==> config.mk <==
export PLATFORM = sky130hd
export DESIGN_NAME = ddl_queue
export DESIGN_NICKNAME = d
export VERILOG_FILES = /design/src/rtl/ddl_pkg.sv /design/src/rtl/ddl_queue.sv
export SDC_FILE = /design/constraint.sdc
export NUM_CORES = 1
export LEC_CHECK = 0
export BUFFER_PORTS_ARGS = -buffer_cell sky130_fd_sc_hd__buf_2
export CAP_MARGIN = 40
export CELL_PAD_IN_SITES_DETAIL_PLACEMENT = 0
export CELL_PAD_IN_SITES_GLOBAL_PLACEMENT = 2
export CORE_MARGIN = 2
export CORE_UTILIZATION = 39
export CTS_BUF_LIST = sky130_fd_sc_hd__clkbuf_4
export DETAILED_ROUTE_END_ITERATION = 6
export GPL_TIMING_DRIVEN = 0
export PLACE_DENSITY_LB_ADDON = 0.3
export SETUP_SLACK_MARGIN = 0.1
export SYNTH_ARGS = -nofsm -noshare
export SYNTH_HDL_FRONTEND = slang
export SYNTH_SLANG_ARGS = --single-unit
==> constraint.sdc <==
create_clock -name clk_i -period 3.31 [get_ports clk_i]
set_input_delay 0.4965 -clock clk_i [delete_from_list [all_inputs] [get_ports clk_i]]
set_output_delay 0.4965 -clock clk_i [all_outputs]
set_load 0.03 [all_outputs]
==> src/rtl/ddl_pkg.sv <==
package ddl_pkg;

  localparam int MaxDigitsDefault = 16;
  localparam int Radix            = 10;
  localparam int QueueDepth       = 2;

  localparam int ValueW  = 32;
  localparam int CoordW  = 13;
  localparam int GlyphXW = 14;
  localparam int WidthW  = 8;
  localparam int MinW    = 5;
  localparam int KindW   = 2;
  localparam int DigitW  = 4;

  localparam logic [WidthW-1:0] DigitWidthReset = 8'd16;

  // floor(n / 10) == (n * RecipTen) >> RecipShift for every 32-bit n
  localparam logic [2*ValueW-1:0] RecipTen   = 64'h0000_0000_CCCC_CCCD;
  localparam int                  RecipShift = 35;

  typedef enum logic [KindW-1:0] {
    KindCenter = 2'd0,
    KindLeft   = 2'd1,
    KindRight  = 2'd2
  } kind_e;

  typedef struct packed {
    logic [GlyphXW-1:0] x;
    logic [CoordW-1:0]  y;
    logic [WidthW-1:0]  w;
  } pos_t;

endpackage

==> src/rtl/ddl_queue.sv <==
module ddl_queue #(
  parameter int DATA_W = 8
) (
  input  logic              clk_i,
  input  logic              rst_ni,
  input  logic              push_i,
  input  logic [DATA_W-1:0] data_i,
  output logic              full_o,
  input  logic              pop_i,
  output logic              empty_o,
  output logic [DATA_W-1:0] data_o
);

  localparam int Depth = ddl_pkg::QueueDepth;
  localparam int PtrW  = $clog2(Depth);
  localparam int CntW  = $clog2(Depth + 1);

  logic [DATA_W-1:0] mem_q [Depth];
  logic [PtrW-1:0]   wr_q, wr_d;
  logic [PtrW-1:0]   rd_q, rd_d;
  logic [CntW-1:0]   cnt_q, cnt_d;

  assign full_o  = (cnt_q == CntW'(Depth));
  assign empty_o = (cnt_q == '0);
  assign data_o  = mem_q[rd_q];

  always_comb begin
    wr_d  = wr_q;
    rd_d  = rd_q;
    cnt_d = cnt_q;
    if (push_i) begin
      wr_d = (wr_q == PtrW'(Depth - 1)) ? '0 : wr_q + PtrW'(1);
    end
    if (pop_i) begin
      rd_d = (rd_q == PtrW'(Depth - 1)) ? '0 : rd_q + PtrW'(1);
    end
    if (push_i && !pop_i) begin
      cnt_d = cnt_q + CntW'(1);
    end else if (pop_i && !push_i) begin
      cnt_d = cnt_q - CntW'(1);
    end
  end

  always_ff @(posedge clk_i or negedge rst_ni) begin
    if (!rst_ni) begin
      wr_q  <= '0;
      rd_q  <= '0;
      cnt_q <= '0;
    end else begin
      wr_q  <= wr_d;
      rd_q  <= rd_d;
      cnt_q <= cnt_d;
    end
  end

  always_ff @(posedge clk_i) begin
    if (push_i) begin
      mem_q[wr_q] <= data_i;
    end
  end

endmodule

# == Word-level counts from Yosys, hierarchy flattened ==
# Memory sizes are Yosys's and may differ from the RTL's.
# Cells that the tools add are included.
# word_totals
mem_count,1
register_bits,4
out_inout_bits,10
wordCells,21
ram_bits,16
# op_classes
eq_ne,1
n_mux,6
n_reduce_logical,6
n_addsub,4
# mem_list
name,words,width,read_ports,rd_ports_with_merged_regs,write_ports,line,rtl
mem_q,2,8,1,0,1,ddl_queue.sv:18,logic [DATA_W-1:0] mem_q [Depth];
# op_table
op,n
$mux W1,4
$mux W2,2
$add A1 B1 Y1 const B,2
$add A2 B1 Y2 const B,1
$eq A2 B2 Y1 const B,1
$logic_and A1 B1 Y1,2
$logic_not A1 Y1,2
$logic_not A2 Y1,1
$reduce_bool A2 Y1,1
$sub A2 B1 Y2 const B,1

# == Longest topological paths before layout ==
# Gate-level depths: netlist of the first run.
# logic_depth
ltp_word,4
ltp_mapped,5
depth_no_buf,5

# == Least setup slack after synthesis of the first run ==
# Ideal clock, no wire load.
# synth_path
path_kind,reg-to-output
start,reg rd_q
end,out data_o[0]
path_stages_with_launch,3
path_slack_ns,1.955
t_arrival_ns,0.858
cell_sequence,dfrtp_1 buf_6 mux2_2
# synth_via
elab_chain_len,1
# synth_lines
element,line,rtl
"start, declared",ddl_queue.sv:20,"logic [PtrW-1:0] rd_q, rd_d;"
"start signal, assigned",ddl_queue.sv:51,rd_q <= rd_d;
$mem_v2 Z2 W8,-,
"end, declared",ddl_queue.sv:11,output logic [DATA_W-1:0] data_o
# No other way between the ends.

# == Worst setup path after layout of the first run ==
# layout_path
start,reg rd_q
end,out data_o[3]
# Same word-level chain as after synthesis.

==> flow_summary.toml, run 1 <==
[outcome]
status = "finished clean"

[drt]
first_pass_iters = 1
wl_um = 1060
drc = 0
vias = 396
drt-vias-per-instance = 4.26
avgRoutedWirePerCell_um = 11.3
drt_iter0_drc = 0
ant_nets = 0

[yosys]
synth.top_cell.area_share = 0.623
async_flop_share = 0.200
synth_warnings = 0
ys_types = 12
synth_common_cells = "edfxtp_1, mux2_2, dfrtp_1, xor2_1, nor2_1"
synth_area_leaders = "edfxtp_1, dfrtp_1, mux2_2"
ys_seq_elements = 20
syn_nets = 54
synth_top_area_cell = "edfxtp_1"
synth_seq_area_share = 0.753
syn_inst = 41
synth_area_sq_um = 771
yosysMostFrequentCell = "edfxtp_1"
synth_edf_count = 16
synth.avg_cell_area_sq_um = 18.8
synth_flop_cell = "edfxtp_1"

[global_route]
grt_antenna_before_repair = 0
grt_use_met2 = 0.169
grt_max_degree = 11
grt_pass1_wl_um = 1680
busiest_layer = "met2"
grt_use_total = 0.0948
globalRouteMet1Util = 0.102
grt_pass1_vias = 408
overflow = 0
met3_usage = 0.0309

[finish]
fin_nets = 81
instances_no_fill = 93
syn_to_final_growth_pct = 22.2
n_antenna_cell = 0
finish.utilization = 0.495
seqCellArea_sq_um = 581
drive_above_1_share = 0.515
multi_input_area_sq_um = 175
fillers = 175

[cts]
cts-root-buf = "clkbuf_4"
cts_tree = "yes"
htreeDepth = 1
cts_buffers = 3
cts_resized = 0
clkLatencyLatePin_ns = 0.28
clk_path_buf_depth = 2
cts_sinks = 20
path_clk_slew_ns = 0.09

[setup_path]
critPathMaxFanout = 9
critPathKind = "flip-flop to output pin"
path_cells = "buf_6 > mux2_2 > buf_2"
crit_buf_inv = 2
endpoint_kind = "output pin"
setup.worst_path.start_class = "flip-flop"
cp.required_ns = 2.81
cp_slowest_cell = "dfrtp_1"
crit_family = "flip-flops"
arrival_ns = 1.29
crit_path_max_incr_delay_ns = 0.35

[power]
power_density_nw_per_um2 = 844
p_sw_mw = 0.288
irDropWorstVdd_uv = 371
intPower_mw = 0.508
p_clk_frac = 0.131
power_mw = 0.795
p_leak_nw = 0.384
seq_power_share = 0.466
p_sw_frac = 0.362
pwr-share-comb = 0.402

[floorplan]
rows = 16
die_h_um = 48.5
core_area_sq_um = 1900
io_pins = 22
die-area_sq_um = 2350
die_w_um = 48.5
initial_utilization = 0.405

[place]
routabilityCongestion = 0.688
dp_cells = 89
portBuffers = 21
dp_hpwl_um = 784

[timing]
slew_headroom = 0.521
finalCritPeriodShare = 0.539
finClkSkew_ns = 0.000485
rsz0062_at_grt = "no"
max_freq_mhz = 560
max_slew.worst_pin.slew_ns = 0.717
setup_viol = 0
drv_slew = 0
period_needed_ns = 1.79
hold_violations = 0
fin_setup_tns_ns = 0

[flow_run]
maxCapViolations = 0

[min_path]
min_path_type = "primary input to flip-flop"
[cells in the final DEF (no fill, tap or decap), drive strengths merged]
master / n
nor2b: 1
dfrtp: 4
inv: 1
buf: 22
nor2: 2
ha: 1
mux2: 8
dlygate4sd3: 1
edfxtp: 16
xnor2: 1
and2b: 1
clkbuf: 3
xor2: 4
and2: 1
[routing by layer]
metal | part of all wire | wire [um] | up-vias
li1 | - | - | 199
met1 | 0.44 | 469 | 186
met2 | 0.50 | 529 | 11
met3 | 0.053 | 56 | 0
met4 | 0 | 0 | 0
met5 | 0 | 0 | -
[power groups by stage]
stage,combinational [mW],clock (mW),sequential (mW)
after floorplan,0.249,0,0.369
after global placement,0.323,0,0.374
after detailed placement,0.326,0,0.377
after CTS,0.327,0.110,0.372
after global routing,0.342,0.124,0.379
final,0.320,0.105,0.371
[per-stage QoR]
step / hold WS (ns) / instance area [sq um] / setup slack [ns]
6_report: 0.396 / 942 / 1.52
5_1_grt: 0.371 / 942 / 1.46
4_1_cts: 0.385 / 942 / 1.50
3_5_place_dp: 0.310 / 910 / 1.68
3_3_place_gp: 0.312 / 910 / 1.69
2_1_floorplan: 0.201 / 771 / 1.96
[kinds of logic after synthesis]
kind of cell | after synthesis | synth area share
DFF | 20 | 0.753
muxes | 8 | 0.117
xor gates and xnor gates | 5 | 0.0568
and+or+nand+nor | 5 | 0.0374
buffers and inverters | 2 | 0.0195
adders and majority gates | 1 | 0.0162
[registers in the layout, summed over array words and instances, names as in the netlist]
| signal | flops |
|---|---|
| rd_q | 1 |
| wr_q | 1 |
| mem_q | 16 |
| cnt_q | 2 |
[path summary, 6_finish.rpt]
path,cells after the start,slack [ns],endpoint,start
worst max-delay path,3,1.52,data_o[3],rd_q$_DFFE_PN0P_
worst min-delay path,1,0.40,mem_q[0][7]$_DFFE_PP_,data_i[7]
worst max register to register,1,1.96,mem_q[0][7]$_DFFE_PP_,wr_q$_DFFE_PN0P_
worst min register to register,1,0.49,wr_q$_DFFE_PN0P_,wr_q$_DFFE_PN0P_
max in group asynchronous,2,2.65,cnt_q[1]$_DFFE_PN0P_,rst_ni
min in group asynchronous,2,0.54,wr_q$_DFFE_PN0P_,rst_ni
[final cells by class]
class,instances,area share
Timing Repair Buffer,22,0.122
Sequential cell,20,0.616
Buffer,1,0.0120
Clock buffer,3,0.0239
Tap cell,27,0.0359
Inverter,1,0.00398
Multi-Input combinational cell,19,0.186
[what timing repair did]
item | CTS | global route
hold endpoints to repair | 4 | 0
setup buffers | 0 | 0
hold buffers | 1 | 0
(Power assumes the default switching activity.)
==> run 2, diff against run 1 <==
CORE_UTILIZATION = 36   (was 39)
clock period = 1.8 ns   (was 3.31 ns; I/O delays follow)
==> run 2 against run 1 <==
Effect of this change: power rose by 88%; first-iteration DRC count rose by 1; combinational power rose by 84%; critical path depth did not move; sequential cell count did not move; via count rose by 0.76%; hold slack got worse by 0.24 ns.
==> flow_summary.toml, run 2 (synthesis results as in run 1) <==
[timing]
hold_violations = 0
setup_viol = 0
period_needed_ns = 1.57
max_freq_mhz = 636
rsz0062_at_grt = "no"
finClkSkew_ns = 0.000506
drv_slew = 0
slew_headroom = 0.518
max_slew.worst_pin.slew_ns = 0.721
fin_setup_tns_ns = 0
finalCritPeriodShare = 0.873

[floorplan]
die-area_sq_um = 2530
io_pins = 22
core_area_sq_um = 1980
die_w_um = 50.3
initial_utilization = 0.389
rows = 16
die_h_um = 50.3

[cts]
cts_sinks = 20
path_clk_slew_ns = 0.10
clk_path_buf_depth = 2
cts_resized = 0
clkLatencyLatePin_ns = 0.29
htreeDepth = 1
cts_buffers = 3
cts_tree = "yes"
cts-root-buf = "clkbuf_4"

[setup_path]
crit_family = "flip-flops"
cp.required_ns = 1.53
critPathKind = "flip-flop to output pin"
path_cells = "buf_6 > mux2_2 > buf_2"
cp_slowest_cell = "dfrtp_1"
crit_path_max_incr_delay_ns = 0.35
critPathMaxFanout = 9
setup.worst_path.start_class = "flip-flop"
arrival_ns = 1.30
crit_buf_inv = 2
endpoint_kind = "output pin"
rrSetupSlack_ns = 0.45

[place]
routabilityCongestion = 0.656
dpl_cell_area_sq_um = 910
portBuffers = 21
dp_hpwl_um = 757

[drt]
drt-vias-per-instance = 4.24
vias = 399
first_pass_iters = 2
wl_um = 1060
drt_iter0_drc = 1
drc = 0
avgRoutedWirePerCell_um = 11.3
ant_nets = 0

[global_route]
globalRouteMet1Util = 0.110
grt_max_degree = 12
met3_usage = 0.0357
grt_use_met2 = 0.160
busiest_layer = "met2"
grt_antenna_before_repair = 0
grt_use_total = 0.100
overflow = 0
grt_pass1_vias = 406
grt_pass1_wl_um = 1760

[finish]
fillers = 165
n_antenna_cell = 0
finish.utilization = 0.479
mostFrequentLayoutCells = "buf_2, edfxtp_1, mux2_2"
final_cell_area_sq_um = 950
largest_register_ffs = 16
reg_top3 = "mem_q x16, cnt_q x2"
drive_above_1_share = 0.522
final_common_cell = "buf_2"
fin_nets = 81
regMostFlops = "mem_q"
syn_to_final_growth_pct = 23.2

[min_path]
min_path_type = "primary input to flip-flop"

[power]
p_sw_frac = 0.360
power_mw = 1.50
seq_power_share = 0.453
p_leak_nw = 0.389
pwr-share-comb = 0.393
power_density_nw_per_um2 = 1580
irDropWorstVdd_uv = 706
p_sw_mw = 0.539
p_clk_frac = 0.153
intPower_mw = 0.957

[outcome]
status = "finished clean"

[flow_run]
maxCapViolations = 0
run 2: path summary, 6_finish.rpt:
check,start,endpoint,cells past startpoint
hold / removal,data_i[1],mem_q[1][1]$_DFFE_PP_,1
hold reg to reg,cnt_q[1]$_DFFE_PN0P_,cnt_q[1]$_DFFE_PN0P_,1
max in group asynchronous,rst_ni,rd_q$_DFFE_PN0P_,2
setup / recovery,rd_q$_DFFE_PN0P_,data_o[4],3
min in group asynchronous,rst_ni,cnt_q[0]$_DFFE_PN0P_,2
setup reg to reg,wr_q$_DFFE_PN0P_,mem_q[0][3]$_DFFE_PP_,1
run 2: layer usage:
layer | part of all wire | wire length, um
met1 | 0.45 | 476
met2 | 0.49 | 515
met3 | 0.047 | 50
met4 | 0.014 | 15
met5 | 0 | 0
run 2: what timing repair did:
item / CTS / global route
setup buffers: 0 / 0
hold endpoints to repair: 4 / 0
hold buffers: 1 / 0
run 2: power groups by stage:
| stage | registers [mW] | clock network [mW] | logic [mW] |
|---|---|---|---|
| 6_report | 0.679 | 0.229 | 0.589 |
| 5_1_grt | 0.694 | 0.261 | 0.634 |
| 4_1_cts | 0.680 | 0.237 | 0.602 |
| 3_5_place_dp | 0.690 | 0 | 0.596 |
| 3_3_place_gp | 0.687 | 0 | 0.594 |
| 2_1_floorplan | 0.679 | 0 | 0.458 |
run 2: layout make-up:
type / count / area (sq um) / share of cell area
buffer: 1 / 11.3 / 0.0119
inverter: 1 / 3.75 / 0.00395
sequential: 20 / 581 / 0.611
clock buffer: 4 / 30.0 / 0.0316
tap: 27 / 33.8 / 0.0356
multi-input combinational: 19 / 175 / 0.184
timing repair buffer: 22 / 115 / 0.121
run 2: metrics by stage:
stage	cells	setup WS, ns	hold slack [ns]
after floorplan	41	0.638	-0.0256
after global placement	89	0.432	0.0795
after detailed placement	89	0.408	0.0824
after CTS	94	0.206	0.146
after global routing	94	0.152	0.134
final	94	0.229	0.157
