--- config.mk ---
export PLATFORM = sky130hd
export DESIGN_NAME = ddl_back
export DESIGN_NICKNAME = d
export VERILOG_FILES = /design/src/rtl/ddl_pkg.sv /design/src/rtl/ddl_back.sv
export SDC_FILE = /design/constraint.sdc
export NUM_CORES = 1
export LEC_CHECK = 0
export BUFFER_PORTS_ARGS = -buffer_cell sky130_fd_sc_hd__buf_2
export CORE_MARGIN = 1
export CORE_UTILIZATION = 45
export DETAILED_ROUTE_END_ITERATION = 16
export GPL_ROUTABILITY_DRIVEN = 0
export GPL_TIMING_DRIVEN = 1
export PLACE_DENSITY = 0.77
export SYNTH_ARGS = -nofsm -noshare
export SYNTH_HDL_FRONTEND = slang
export SYNTH_SLANG_ARGS = --single-unit
--- constraint.sdc ---
create_clock -name clk_i -period 7.3 [get_ports clk_i]
set_input_delay 1.46 -clock clk_i [delete_from_list [all_inputs] [get_ports clk_i]]
set_output_delay 1.46 -clock clk_i [all_outputs]
set_load 0.01 [all_outputs]
--- src/rtl/ddl_pkg.sv ---
package ddl_pkg;

  localparam int MaxDigitsDefault = 16;
  localparam int Radix            = 10;
  localparam int QueueDepth       = 2;

  localparam int ValueW  = 32;
  localparam int CoordW  = 13;
  localparam int GlyphXW = 14;
  localparam int WidthW  = 8;
  localparam int MinW    = 5;
  localparam int KindW   = 2;
  localparam int DigitW  = 4;

  localparam logic [WidthW-1:0] DigitWidthReset = 8'd16;

  // floor(n / 10) == (n * RecipTen) >> RecipShift for every 32-bit n
  localparam logic [2*ValueW-1:0] RecipTen   = 64'h0000_0000_CCCC_CCCD;
  localparam int                  RecipShift = 35;

  typedef enum logic [KindW-1:0] {
    KindCenter = 2'd0,
    KindLeft   = 2'd1,
    KindRight  = 2'd2
  } kind_e;

  typedef struct packed {
    logic [GlyphXW-1:0] x;
    logic [CoordW-1:0]  y;
    logic [WidthW-1:0]  w;
  } pos_t;

endpackage

--- src/rtl/ddl_back.sv ---
module ddl_back #(
  parameter int MAX_DIGITS = ddl_pkg::MaxDigitsDefault,
  localparam int CntW = $clog2(MAX_DIGITS + 1),
  localparam int DigsW = ddl_pkg::DigitW * MAX_DIGITS
) (
  input  logic                               clk_i,
  input  logic                               rst_ni,
  input  logic                               empty_i,
  output logic                               pop_o,
  input  logic        [DigsW-1:0]            digs_i,
  input  logic        [CntW-1:0]             count_i,
  input  ddl_pkg::pos_t                      pos_i,
  output logic                               valid_o,
  output logic signed [ddl_pkg::GlyphXW-1:0] glyph_x_o,
  output logic signed [ddl_pkg::CoordW-1:0]  glyph_y_o,
  output logic        [ddl_pkg::DigitW-1:0]  digit_o,
  output logic                               last_o
);

  logic                         active_q, active_d;
  logic [CntW-1:0]              rem_q, rem_d;
  logic [DigsW-1:0]             shr_q, shr_d;
  ddl_pkg::pos_t                pos_q, pos_d;
  logic                         valid_q, valid_d;
  logic [ddl_pkg::GlyphXW-1:0]  x_out_q, x_out_d;
  logic [ddl_pkg::CoordW-1:0]   y_out_q, y_out_d;
  logic [ddl_pkg::DigitW-1:0]   dig_out_q, dig_out_d;
  logic                         last_out_q, last_out_d;
  logic                         free;

  assign free  = !active_q || (rem_q == CntW'(1));
  assign pop_o = free && !empty_i;

  always_comb begin
    active_d   = active_q;
    rem_d      = rem_q;
    shr_d      = shr_q;
    pos_d      = pos_q;
    valid_d    = active_q;
    x_out_d    = x_out_q;
    y_out_d    = y_out_q;
    dig_out_d  = dig_out_q;
    last_out_d = last_out_q;
    if (active_q) begin
      x_out_d    = pos_q.x;
      y_out_d    = pos_q.y;
      dig_out_d  = shr_q[ddl_pkg::DigitW-1:0];
      last_out_d = (rem_q == CntW'(1));
      shr_d      = shr_q >> ddl_pkg::DigitW;
      pos_d.x    = pos_q.x - ddl_pkg::GlyphXW'(pos_q.w);
      rem_d      = rem_q - CntW'(1);
      if (rem_q == CntW'(1)) begin
        active_d = 1'b0;
      end
    end
    if (pop_o) begin
      active_d = 1'b1;
      rem_d    = count_i;
      shr_d    = digs_i;
      pos_d    = pos_i;
    end
  end

  always_ff @(posedge clk_i or negedge rst_ni) begin
    if (!rst_ni) begin
      active_q <= 1'b0;
      valid_q  <= 1'b0;
    end else begin
      active_q <= active_d;
      valid_q  <= valid_d;
    end
  end

  always_ff @(posedge clk_i) begin
    rem_q      <= rem_d;
    shr_q      <= shr_d;
    pos_q      <= pos_d;
    x_out_q    <= x_out_d;
    y_out_q    <= y_out_d;
    dig_out_q  <= dig_out_d;
    last_out_q <= last_out_d;
  end

  assign valid_o   = valid_q;
  assign glyph_x_o = x_out_q;
  assign glyph_y_o = y_out_q;
  assign digit_o   = dig_out_q;
  assign last_o    = last_out_q;

endmodule

# Word-level counts from Yosys, hierarchy flattened
# Index checks and enable logic that the tools add are counted.
[op_classes]
add_sub_neg = 2
n_eq_ne = 1
muxes = 9
reduce_logical = 5
[op_table]
columns = ["operator", "n"]
rows = [
  ["64-bit 2-to-1 mux", 2],
  ["35-bit 2-to-1 mux", 1],
  ["14-bit 2-to-1 mux", 1],
  ["14-bit by 8-bit subtractor with 14-bit output", 1],
  ["5-bit 2-to-1 mux", 2],
  ["5-bit by 1-bit == test with 1-bit output, second input constant", 1],
  ["5-bit by 1-bit subtractor with 5-bit output, second input constant", 1],
  ["1-bit 2-to-1 mux", 3],
  ["1-bit logical NOT", 2],
  ["2-bit nonzero test", 1],
  ["1-bit logical AND", 1],
  ["1-bit logical OR", 1],
]
[word_totals]
register_bits = 138
in_bits = 107
out_inout_bits = 34
elab_cells = 28

# Depth between registers and ports, before layout
# Gate-level depths: netlist of the first run.
[depth]
depth_word = 4
depth_mapped = 10
depth_no_buf = 8

# Least setup slack after synthesis of the first run
# OpenSTA, ideal clock, no wires.
[synth_timing]
path_kind = "input port to flip-flop"
from = "input empty_i"
to = "register pos_q[21] (netlist name), enable pin"
setup_ns = 0.456
arrival_ns = 3.360
required_ns = 6.844
path_slack_ns = 3.485
path_stages = 1
n_path_buf = 0
cell_sequence = "nand2b_1"
[synth_via]
elab_chain_len = 3
[synth_rtl]
columns = ["item", "line_no", "rtl"]
rows = [
  ["start: declaration", "ddl_back.sv:8", "input logic empty_i,"],
  ["1-bit logical NOT", "ddl_back.sv:32", "assign pop_o = free && !empty_i;"],
  ["1-bit logical AND", "ddl_back.sv:32", ""],
  ["2-bit nonzero test (no source line)", "--", ""],
  ["end signal: assignment", "ddl_back.sv:77", "pos_q <= pos_d;"],
  ["end: declaration", "ddl_back.sv:23", "ddl_pkg::pos_t pos_q, pos_d;"],
]
# Every way passes these cells.
# A chain may end at the register's enable or synchronous reset.

# Worst setup path in the final report of the first run
[layout_timing]
from = "input empty_i"
to = "output pop_o"
[layout_via]
elab_chain_len = 2
[layout_rtl]
columns = ["item", "line_no", "rtl"]
rows = [
  ["1-bit logical NOT", "ddl_back.sv:32", ""],
  ["1-bit logical AND", "ddl_back.sv:32", ""],
  ["end: declaration", "ddl_back.sv:9", "output logic pop_o,"],
]
# Every way passes these cells.

==> metrics.md, run 1 <==
| Metric | Value |
|---|---|
| Status | `finished clean` |
| Final period util | `a little over three fifths` |
| Root Buffer Master | `clkbuf_16` |
| DIE AREA | `0.0132 mm^2` |
| WP data required | `around 6 ns` |
| Final Skew | `between 0.006 and 0.007 ns` |
| Layout cells sized above 1 | `approximately 28%` |
| IO Count | `approximately 140` |
| Min-delay worst type | `reg2reg` |
| Busiest layer in global routing | `met2` |
| Die height | `approximately 120 um` |
| Post-DP HPWL | `around 7000 um` |
| Number of CTS-inserted buffers | `17` |
| Vias | `3853` |
| Max-capacitance violation count | `0` |
| Vias in the first global route | `between 3000 and 4000` |
| R2R depth | `10` |
| Synthesized area | `roughly 0.0058 mm^2` |
| Worst r2r src | `rem_q[1]` |
| Buf/Inv on CP | `4` |
| CTS tree | `done` |
| RSZ-0062 raised after global routing | `false` |
| Crit path max fanout | `about 90` |
| Syn. warnings | `0` |
| Layout area overhead | `23.5%` |
| CP arrival | `~3.2 ns` |
| Largest net degree at the start of global routing | `89` |
| Row count | `40` |
| Core Region | `approximately 0.012 mm^2` |
| Cell Pwr Density | `just under 400 mW/mm^2` |
| Slowest stage delay, CP | `~0.66 ns` |
| Sequential share of the synthesized area | `between 70% and 80%` |
| Worst R2R End | `pos_q[30]` |
| Commonest cells after routing, fill and taps aside | `nand2_1, buf_2, edfxtp_1` |
| Worst-Skew Late Latency | `roughly 0.42 ns` |
| Met2 usage | `between 20 and 30%` |
| GRT overflow | `0` |
| Fillers | `slightly above 1000` |
| GRT Total Usage | `between 10% and 20%` |
| Post-synthesis cell type count | `32` |
| Startpoint class of the critical path | `input port` |
| Cells on Worst Hold Path | `0` |
| Top delay family on crit path | `buffers and inverters` |
| Final Hold Viols | `0` |
| Syn Nets | `between 500 and 600` |
| Slew @ Worst Pin | `roughly 1.1 ns` |
| Number of buffers added on ports | `between 100 and 150` |
| Endpoints failing setup | `0` |
| Reg2reg setup slack | `3.89 ns` |
| Crit-path slowest cell | `buf_4` |
| First-pass GRT wire length | `about 18000 um` |
| Max H-tree Level | `4` |
| Pre-CTS worst setup slack | `roughly 2.6 ns` |
| Fin Setup TNS | `0 ns` |
| Critical path class | `in2out` |
| Crit end category | `primary output` |
| Synth Register Bits | `138` |
| Via density | `a little under 5` |
| WL/cell | `approximately 14 um` |
| Fmax | `approximately 220 MHz` |
| Total power | `around 2.8 mW` |
| GR Util met3 | `5.80%` |
| Starting Density | `a little under half` |
| # Post-CTS Setup Buffers | `0` |
| Peak supply drop | `0.136 mV` |
| Grt met1 use | `20.3%` |
| Final worst slack | `2.68 ns` |
| Bufs on Longest Clock Path | `2` |
| Nets@finish | `730` |
| Drc violations | `0` |
| Most Frequent Cell on Critical Path | `buf_2` |
| Max-slew headroom | `24.9%` |
| WHS Endpoint | `glyph_y_o[11]` |
| Synth Instances | `approximately 470` |
| Hold buffers post-CTS | `0` |
| Clk sinks | `between 100 and 150` |
| Final Max Tran Viols | `0` |
| Post-cts resize count | `0` |
| Clock-pin slew on the worst setup and hold paths | `around 0.050 ns` |
| Lkg Pwr | `around 3.2 nW` |
| Worst Hold Margin | `about 0.41 ns` |
| Drt pass-1 iters | `4` |
| Crit path time final | `around 4.6 ns` |
| Drt total wl | `10900 um` |
| DRT antenna net count | `0` |
| Most common cell after layout, fill and taps aside | `nand2_1` |
| DIE WIDTH | `115 um` |
| Initial antenna violation count | `1` |
| Syn Area/Cell | `about 12 um^2` |
| DRT iter0 DRCs | `250` |
| Crit-path cells | `buf_2, a21o_2, buf_4, clkinv_4, buf_2` |
| Hold_sp | `pos_q[19]` |
-- cells in the mapped netlist --
cell,instances,area share [%]
nand2_1,197,13
edfxtp_1,136,71
a21oi_1,18,1.6
nor2_1,16,1.0
inv_1,13,0.85
ha_1,10,2.2
o21ai_0,9,0.78
buf_6,8,1.6
buf_2,7,0.61
nand2b_1,6,0.65
o211ai_1,5,0.65
xor2_1,5,0.76
and2_1,4,0.43
nor3_1,4,0.35
or3_1,4,0.43
xnor2_1,4,0.61
a31oi_1,3,0.33
clkbuf_1,3,0.20
and3_1,2,0.22
dfrtp_1,2,0.87
a211o_1,1,0.15
a211oi_1,1,0.13
a21o_1,1,0.13
clkinv_4,1,0.15
fa_1,1,0.35
nand4b_1,1,0.15
o221a_2,1,0.20
o22ai_1,1,0.11
o31ai_1,1,0.13
or4_1,1,0.13
or4_4,1,0.20
or4b_4,1,0.24
-- how the worst max path moves through the flow --
stage | startpoint | to | slack [ns] | depth (start not counted)
floorplan | empty_i | pos_q[21] | 3.48 | 1
global route | empty_i | pop_o | 2.47 | 5
detailed placement | empty_i | pop_o | 2.65 | 5
finish | empty_i | pop_o | 2.68 | 5
CTS | empty_i | pop_o | 2.64 | 5
global placement | empty_i | pop_o | 2.70 | 5
-- through the flow --
step	instances	util, %	instance area [um^2]
floorplan	468	-	5750
global placement	761	53.7	6560
detailed placement	761	53.7	6560
CTS	793	58.2	7100
global route	793	58.2	7100
finish	794	58.2	7110
-- registers in the layout, summed over array words and instances (netlist names) --
name       flops
active_q       1
digit_o        4
glyph_x_o     14
glyph_y_o     13
last_o         1
pos_q         35
rem_q          5
shr_q         64
valid_o        1
-- logic make-up after synthesis --
logic type	share of synthesized area [%]
simple gates	16.7
flops	71.9
compound gates	4.18
buf+inv	3.37
fa+ha+maj	2.52
xor+xnor	1.37
-- power breakdown --
part / total (mW) / internal (mW) / switching, mW
registers: 1.36 / 1.26 / 0.102
logic: 0.658 / 0.271 / 0.387
clock network: 0.794 / 0.495 / 0.299
-- routing by layer --
metal	up-vias	part of all wire, %
li1	1906	-
met2	113	49
met1	1809	41
met3	25	6.2
met5	-	0
met4	0	3.4
-- area by class of cell --
| cell class | count | area (um^2) | area share [%] |
|---|---|---|---|
| Sequential cell | 138 | 4130 | 58.2 |
| Multi-Input combinational cell | 298 | 1430 | 20.2 |
| Timing Repair Buffer | 143 | 723 | 10.2 |
| Clock buffer | 21 | 440 | 6.20 |
| Tap cell | 168 | 210 | 2.96 |
| Clock inverter | 11 | 104 | 1.46 |
| Inverter | 14 | 57.6 | 0.810 |
| Antenna cell | 1 | 2.50 | 0.0352 |
-- worst register-to-register path, stage by stage, from the launching register on --
cell and delay (ns):
edfxtp_1 0.39, inv_1 0.10, ha_1 0.15, or4b_4 0.48
a21o_2 0.23, buf_4 0.37, clkinv_4 0.42, buf_4 0.60
nor2_1 0.14, a21oi_1 0.16, o211ai_1 0.10
(Power assumes the default switching activity.)
==> inputs of run 2 (changes only) <==
Clock period 7.3 ns to 4.5 ns, I/O delays scaled along.
==> run 2 against run 1 <==
Total power increased by 68%. Count of clock-buffer cells in the layout decreased by 3. Clock power increased by 80%. Combinational power increased by 63%. Register-to-register slack got worse by 2.0 ns. Cell area increased by 0.79%. Global-route usage about the same. Sequential power increased by 63%. Core utilization increased by 0.46 points. Clock skew increased by 0.0026 ns. Critical endpoint unchanged.
==> metrics.md, run 2 (synthesis results as in run 1) <==
| Metric | Value |
|---|---|
| Die height | `115 um (unchanged)` |
| Int Pwr | `3.39 mW (+68%)` |
| Storage element area | `0.00413 mm^2 (unchanged)` |
| Final period util | `78.9%` |
| DRT antenna net count | `0 (unchanged)` |
| DIE WIDTH | `115 um (unchanged)` |
| Clk sinks | `138 (unchanged)` |
| Slew @ Worst Pin | `1.12 ns (-0.00412 ns)` |
| Vias | `3843 (-0.26%)` |
| Worst-Skew Late Latency | `0.42 ns (about the same)` |
| Most common cell after layout, fill and taps aside | `nand2_1` |
| Fin Setup TNS | `0 ns (unchanged)` |
| Max-capacitance violation count | `0 (unchanged)` |
| Endpoints failing setup | `0 (unchanged)` |
| Crit-path cells | `inv_1, ha_1, or4b_4, a21o_2, clkinv_4, buf_2` |
| Fillers | `1023 (+0.20%)` |
| RSZ-0062 raised after global routing | `false` |
| GRT Total Usage | `18.0% (+0.045 points)` |
| Starting Density | `47.1% (unchanged)` |
| Critical path class | `reg2out` |
| Vias in the first global route | `3739 (-1.0%)` |
| Clock-pin slew on the worst setup and hold paths | `0.06 ns (about the same)` |
| Total power | `4.71 mW (+68%)` |
| GRT overflow | `0 (unchanged)` |
| Drc violations | `0 (unchanged)` |
| Flop pwr share | `47.0% (-1.3 points)` |
| Largest net degree at the start of global routing | `104 (+17%)` |
| Multi-input logic area | `0.00143 mm^2 (unchanged)` |
| Crit-path slowest cell | `clkinv_4` |
| Layout area overhead | `24.5%` |
| Root Buffer Master | `clkbuf_16` |
| IO Count | `141 (unchanged)` |
| Combinational share of power | `22.7% (-0.7 points)` |
| Row count | `40 (unchanged)` |
| Final Max Tran Viols | `0 (unchanged)` |
| Reg2reg setup slack | `1.90 ns (-1.99 ns)` |
| Max H-tree Level | `4 (unchanged)` |
| Reg with most FFs | `shr_q` |
| Post-cts resize count | `0 (unchanged)` |
| Number of buffers added on ports | `140 (unchanged)` |
| Final Cell Area | `0.00716 mm^2 (+0.79%)` |
| # Post-CTS Setup Buffers | `0 (unchanged)` |
| Drt pass-1 iters | `5 (+1)` |
| Crit path max fanout | `103 (+17%)` |
| Clock share of power | `30.4% (+2.1 points)` |
| Worst r2r src | `rem_q[1]` |
| WL/cell | `14.0 um (+2.7%)` |
| First-pass GRT wire length | `17600 um (-0.55%)` |
| Max reg flops | `64 (unchanged)` |
| Final Skew | `0.00867 ns (+0.00262 ns)` |
| Hold buffers post-CTS | `0 (unchanged)` |
| Nets@finish | `729 (-0.14%)` |
| DIE AREA | `0.0132 mm^2 (unchanged)` |
| Status | `finished clean` |
| DRT iter0 DRCs | `303 (+21%)` |
| Drt total wl | `11100 um (+2.6%)` |
| Dpl cell area | `0.00655 mm^2 (-0.11%)` |
| Bufs on Longest Clock Path | `2 (unchanged)` |
| CP startpoint | `rem_q[1]` |
| Layout cells sized above 1 | `28.4% (+0.69 points)` |
| Crit path time final | `approximately 3.5 ns` |
| Final Hold Viols | `0 (unchanged)` |
| Switching power | `1.31 mW (+67%)` |
| Worst R2R End | `pos_q[34]` |
| CTS tree | `done` |
| Core Region | `0.0122 mm^2 (unchanged)` |
| Fmax | `around 280 MHz` |
| WP data required | `3.60 ns (-2.24 ns)` |
| Slowest stage delay, CP | `0.53 ns (-0.13 ns)` |
| Min-delay worst type | `in2async` |
| Lkg Pwr | `3.26 nW (+0.51%)` |
| Via density | `4.85 (-0.13%)` |
| Startpoint class of the critical path | `flip-flop` |
| Crit path to | `pop_o` |
| Number of CTS-inserted buffers | `17 (unchanged)` |
| Crit end category | `primary output` |
| Initial antenna violation count | `1 (unchanged)` |
| CP arrival | `2.65 ns (-0.51 ns)` |
| Post-DP HPWL | `7050 um (+1.1%)` |
| Peak supply drop | `0.295 mV (+120%)` |
| Switch share | `27.9% (-0.17 points)` |
| Commonest cells after routing, fill and taps aside | `nand2_1, buf_2, edfxtp_1` |
| Cell Pwr Density | `657 mW/mm^2 (+66%)` |
| R2R depth | `8 (-2)` |
| Max-slew headroom | `25.2% (+0.27 points)` |
## run 2: cell count changes in the layout (fill, tap and decap cells not counted), sizes merged
| cell | change |
|---|---|
| bufinv | +2 |
| clkinv | -2 |
| clkinvlp | +3 |
| clkbuf | -3 |
| buf | -1 |
## run 2: final cells by class
type                    count  share of cell area, %
clock buffers              18                   5.99
repair buffers            142                   9.99
flip-flops and latches    138                   57.7
multi-input cells         298                   20.0
well taps                 168                   2.94
inverters                  14                  0.804
diodes                      1                 0.0349
clock inverters            14                   2.50
## run 2: routing by layer
layer | wire length [um] | share of wire, % | track usage (%) | up-vias
li1 | - | - | - | 1897
met1 | 4620 | 41 | 20.8 | 1808
met2 | 5630 | 51 | 30.8 | 125
met3 | 694 | 6.2 | 5.22 | 13
met4 | 184 | 1.7 | 8.66 | 0
met5 | 0 | 0 | 0 | -
## run 2: worst min path at each step
stage,start,cells past startpoint,to,slack (ns)
2_1_floorplan,shr_q[0],0,digit_o[0],0.40
3_3_place_gp,pos_q[18],0,glyph_y_o[10],0.40
3_5_place_dp,pos_q[18],0,glyph_y_o[10],0.41
6_report,rst_ni,1,valid_o,0.26
4_1_cts,rst_ni,1,valid_o,0.23
5_1_grt,rst_ni,1,valid_o,0.25
## run 2: critical path: cells and delay by family (launching register included)
kind	cells	cell delay, ns
buffers and inverters	3	0.92
AOI/OAI and AO/OA	1	0.26
adders and majority gates	1	0.15
and+or+nand+nor	1	0.46
DFF	1	0.42
## run 2: per-stage QoR
stage / setup slack, ns / utilization, % / std cells / hold WS, ns
floorplan: 0.908 / - / 468 / 0.400
global placement: 1.51 / 53.6 / 760 / 0.401
detailed placement: 1.42 / 53.6 / 760 / 0.406
CTS: 0.914 / 58.6 / 792 / 0.234
global route: 0.821 / 58.6 / 792 / 0.251
finish: 0.951 / 58.6 / 793 / 0.264
## run 2: power groups by stage
stage	Clock [mW]	Sequential, mW	Combinational [mW]
6_report	1.43	2.21	1.07
5_1_grt	1.50	2.26	1.22
4_1_cts	1.46	2.21	1.07
3_5_place_dp	0	2.24	1.06
3_3_place_gp	0	2.21	1.01
2_1_floorplan	0	2.26	0.695
==> inputs of run 3 (changes only) <==
Clock period 4.5 ns to 3.6 ns, I/O delays scaled along.
==> run 3 against run 2 <==
Wire length fell by 1.4%. Non-clock buffer count rose by 3. Critical path type unchanged. Clock power up 29%. Global-route usage is 0.059 points higher. Via count is 0.44% lower.
==> metrics.md, run 3 (synthesis results as in run 1) <==
| Metric | Value |
|---|---|
| Startpoint class of the critical path | `flip-flop` |
| Lkg Pwr | `3.29 nW (+0.90%)` |
| Clk sinks | `138 (unchanged)` |
| Crit path max fanout | `22 (-79%)` |
| Max-slew headroom | `24.3% (-0.83 points)` |
| Crit path to | `pop_o` |
| CP startpoint | `rem_q[1]` |
| RSZ-0062 raised after global routing | `false` |
| Starting Density | `47.1% (unchanged)` |
| Crit-path cells | `inv_1, ha_1, or4b_4, a21o_2, clkinv_4, buf_2` |
| Hold buffers post-CTS | `0 (unchanged)` |
| Slew @ Worst Pin | `1.13 ns (+0.0124 ns)` |
| Flop pwr share | `46.6% (-0.4 points)` |
| IO Count | `141 (unchanged)` |
| Min-delay worst type | `in2async` |
| Row count | `40 (unchanged)` |
| Worst-Skew Late Latency | `0.42 ns (about the same)` |
| R2R depth | `9 (+1)` |
| Final Skew | `0.00856 ns (-0.000107 ns)` |
| Endpoints failing setup | `0 (unchanged)` |
| Final non-filler cell total | `797 (+0.50%)` |
| Final period util | `about four fifths` |
| WP data required | `2.88 ns (-0.72 ns)` |
| Post-DP HPWL | `7220 um (+2.5%)` |
| Drc violations | `0 (unchanged)` |
| First-pass GRT wire length | `17500 um (-0.51%)` |
| Largest net degree at the start of global routing | `88 (-15%)` |
| Drt total wl | `11000 um (-1.4%)` |
| DRT antenna net count | `0 (unchanged)` |
| Drt pass-1 iters | `6 (+1)` |
| Clock-pin slew on the worst setup and hold paths | `0.05 ns (about the same)` |
| Final Hold Viols | `0 (unchanged)` |
| Peak supply drop | `0.400 mV (+36%)` |
| Nets@finish | `732 (+0.41%)` |
| Post-Place Cells | `763 (+0.39%)` |
| GRT overflow | `0 (unchanged)` |
| Final Max Tran Viols | `0 (unchanged)` |
| Crit path time final | `approximately 2.8 ns` |
| Crit end category | `primary output` |
| Clock share of power | `31.1% (+0.7 points)` |
| DRT iter0 DRCs | `258 (-15%)` |
| Layout cells sized above 1 | `28.7% (+0.34 points)` |
| Max H-tree Level | `4 (unchanged)` |
| Fin Setup TNS | `0 ns (unchanged)` |
| Reg2reg setup slack | `1.09 ns (-0.81 ns)` |
| Reg with most FFs | `shr_q` |
| Cell Pwr Density | `822 mW/mm^2 (+25%)` |
| # Post-CTS Setup Buffers | `0 (unchanged)` |
| DIE WIDTH | `115 um (unchanged)` |
| Via density | `4.80 (-0.94%)` |
| CP arrival | `2.10 ns (-0.55 ns)` |
| Bufs on Longest Clock Path | `2 (unchanged)` |
| Crit-path slowest cell | `or4b_4` |
| Die height | `115 um (unchanged)` |
| Number of buffers added on ports | `140 (unchanged)` |
| Most common cell after layout, fill and taps aside | `nand2_1` |
| Switching power | `1.62 mW (+23%)` |
| DIE AREA | `0.0132 mm^2 (unchanged)` |
| Initial antenna violation count | `2 (+1)` |
| Max reg flops | `64 (unchanged)` |
| Vias in the first global route | `3707 (-0.86%)` |
| Worst R2R End | `pos_q[30]` |
| Combinational share of power | `22.3% (-0.4 points)` |
| Critical path class | `reg2out` |
| Vias | `3826 (-0.44%)` |
| Fmax | `about 350 MHz` |
| Root Buffer Master | `clkbuf_16` |
| Fillers | `1019 (-0.39%)` |
| Slowest stage delay, CP | `0.47 ns (-0.06 ns)` |
| Layout area overhead | `25.3%` |
| Max-capacitance violation count | `0 (unchanged)` |
| Switch share | `27.3% (-0.60 points)` |
| Post-cts resize count | `0 (unchanged)` |
| Worst r2r src | `rem_q[1]` |
| Core Region | `0.0122 mm^2 (unchanged)` |
| Status | `finished clean` |
| Number of CTS-inserted buffers | `17 (unchanged)` |
| WL/cell | `13.8 um (-1.9%)` |
| Int Pwr | `4.31 mW (+27%)` |
| GRT Total Usage | `18.0% (+0.059 points)` |
| CTS tree | `done` |
| Commonest cells after routing, fill and taps aside | `nand2_1, buf_2, edfxtp_1` |
==> run 3: cell count changes in the layout (fill, tap and decap cells not counted), sizes merged <==
cell      before  now
diode          1    2
buf          142  145
clkinv         8    9
clkinvlp       3    2
clkbuf        18   17
bufinv         4    5
==> run 3: power by group through the flow <==
stage	clock [mW]	combinational, mW	sequential, mW
floorplan	0	0.868	2.82
global placement	0	1.26	2.76
detailed placement	0	1.32	2.80
CTS	1.88	1.33	2.77
global route	1.95	1.51	2.83
finish	1.85	1.32	2.76
==> run 3: worst max-delay path, delay by kind of cell, from the launching register on <==
kind,cells,cell delay [ns]
and+or+nand+nor,1,0.47
buffers and inverters,3,0.42
DFF,1,0.39
AOI/OAI and AO/OA,1,0.26
adders and majority gates,1,0.13
==> run 3: stage by stage <==
step           worst slack, ns  util, %  hold slack, ns  total power, mW  instance area [um^2]
2_1_floorplan          0.00795        -           0.400             3.69                  5750
3_3_place_gp              1.14     53.8           0.401             4.02                  6570
3_5_place_dp              1.04     53.8           0.406             4.12                  6570
4_1_cts                  0.734     59.0          0.0518             5.98                  7200
5_1_grt                  0.685     59.0          0.0596             6.28                  7210
6_report                 0.779     59.0          0.0760             5.93                  7210
==> run 3: cell type report <==
class / count / area, um^2 / share of cell area, %
antenna: 2 / 5.00 / 0.0694
sequential: 138 / 4130 / 57.3
inverter: 14 / 57.6 / 0.798
clock inverter: 15 / 205 / 2.85
tap: 168 / 210 / 2.92
timing repair buffer: 145 / 738 / 10.2
multi-input combinational: 298 / 1430 / 19.9
clock buffer: 17 / 425 / 5.90
==> run 3: layer usage <==
| metal | part of all wire (%) | track usage, % |
|---|---|---|
| met5 | 0 | 0 |
| met4 | 2.4 | 10.2 |
| met3 | 6.1 | 6.01 |
| met2 | 50 | 29.4 |
| met1 | 41 | 21.0 |
==> run 3: how the worst min path moves through the flow <==
| stage | depth (start not counted) | end | from |
|---|---|---|---|
| 4_1_cts | 1 | valid_o | rst_ni |
| 5_1_grt | 1 | valid_o | rst_ni |
| 3_5_place_dp | 0 | glyph_y_o[10] | pos_q[18] |
| 2_1_floorplan | 0 | digit_o[0] | shr_q[0] |
| 6_report | 1 | valid_o | rst_ni |
| 3_3_place_gp | 0 | glyph_y_o[4] | pos_q[12] |
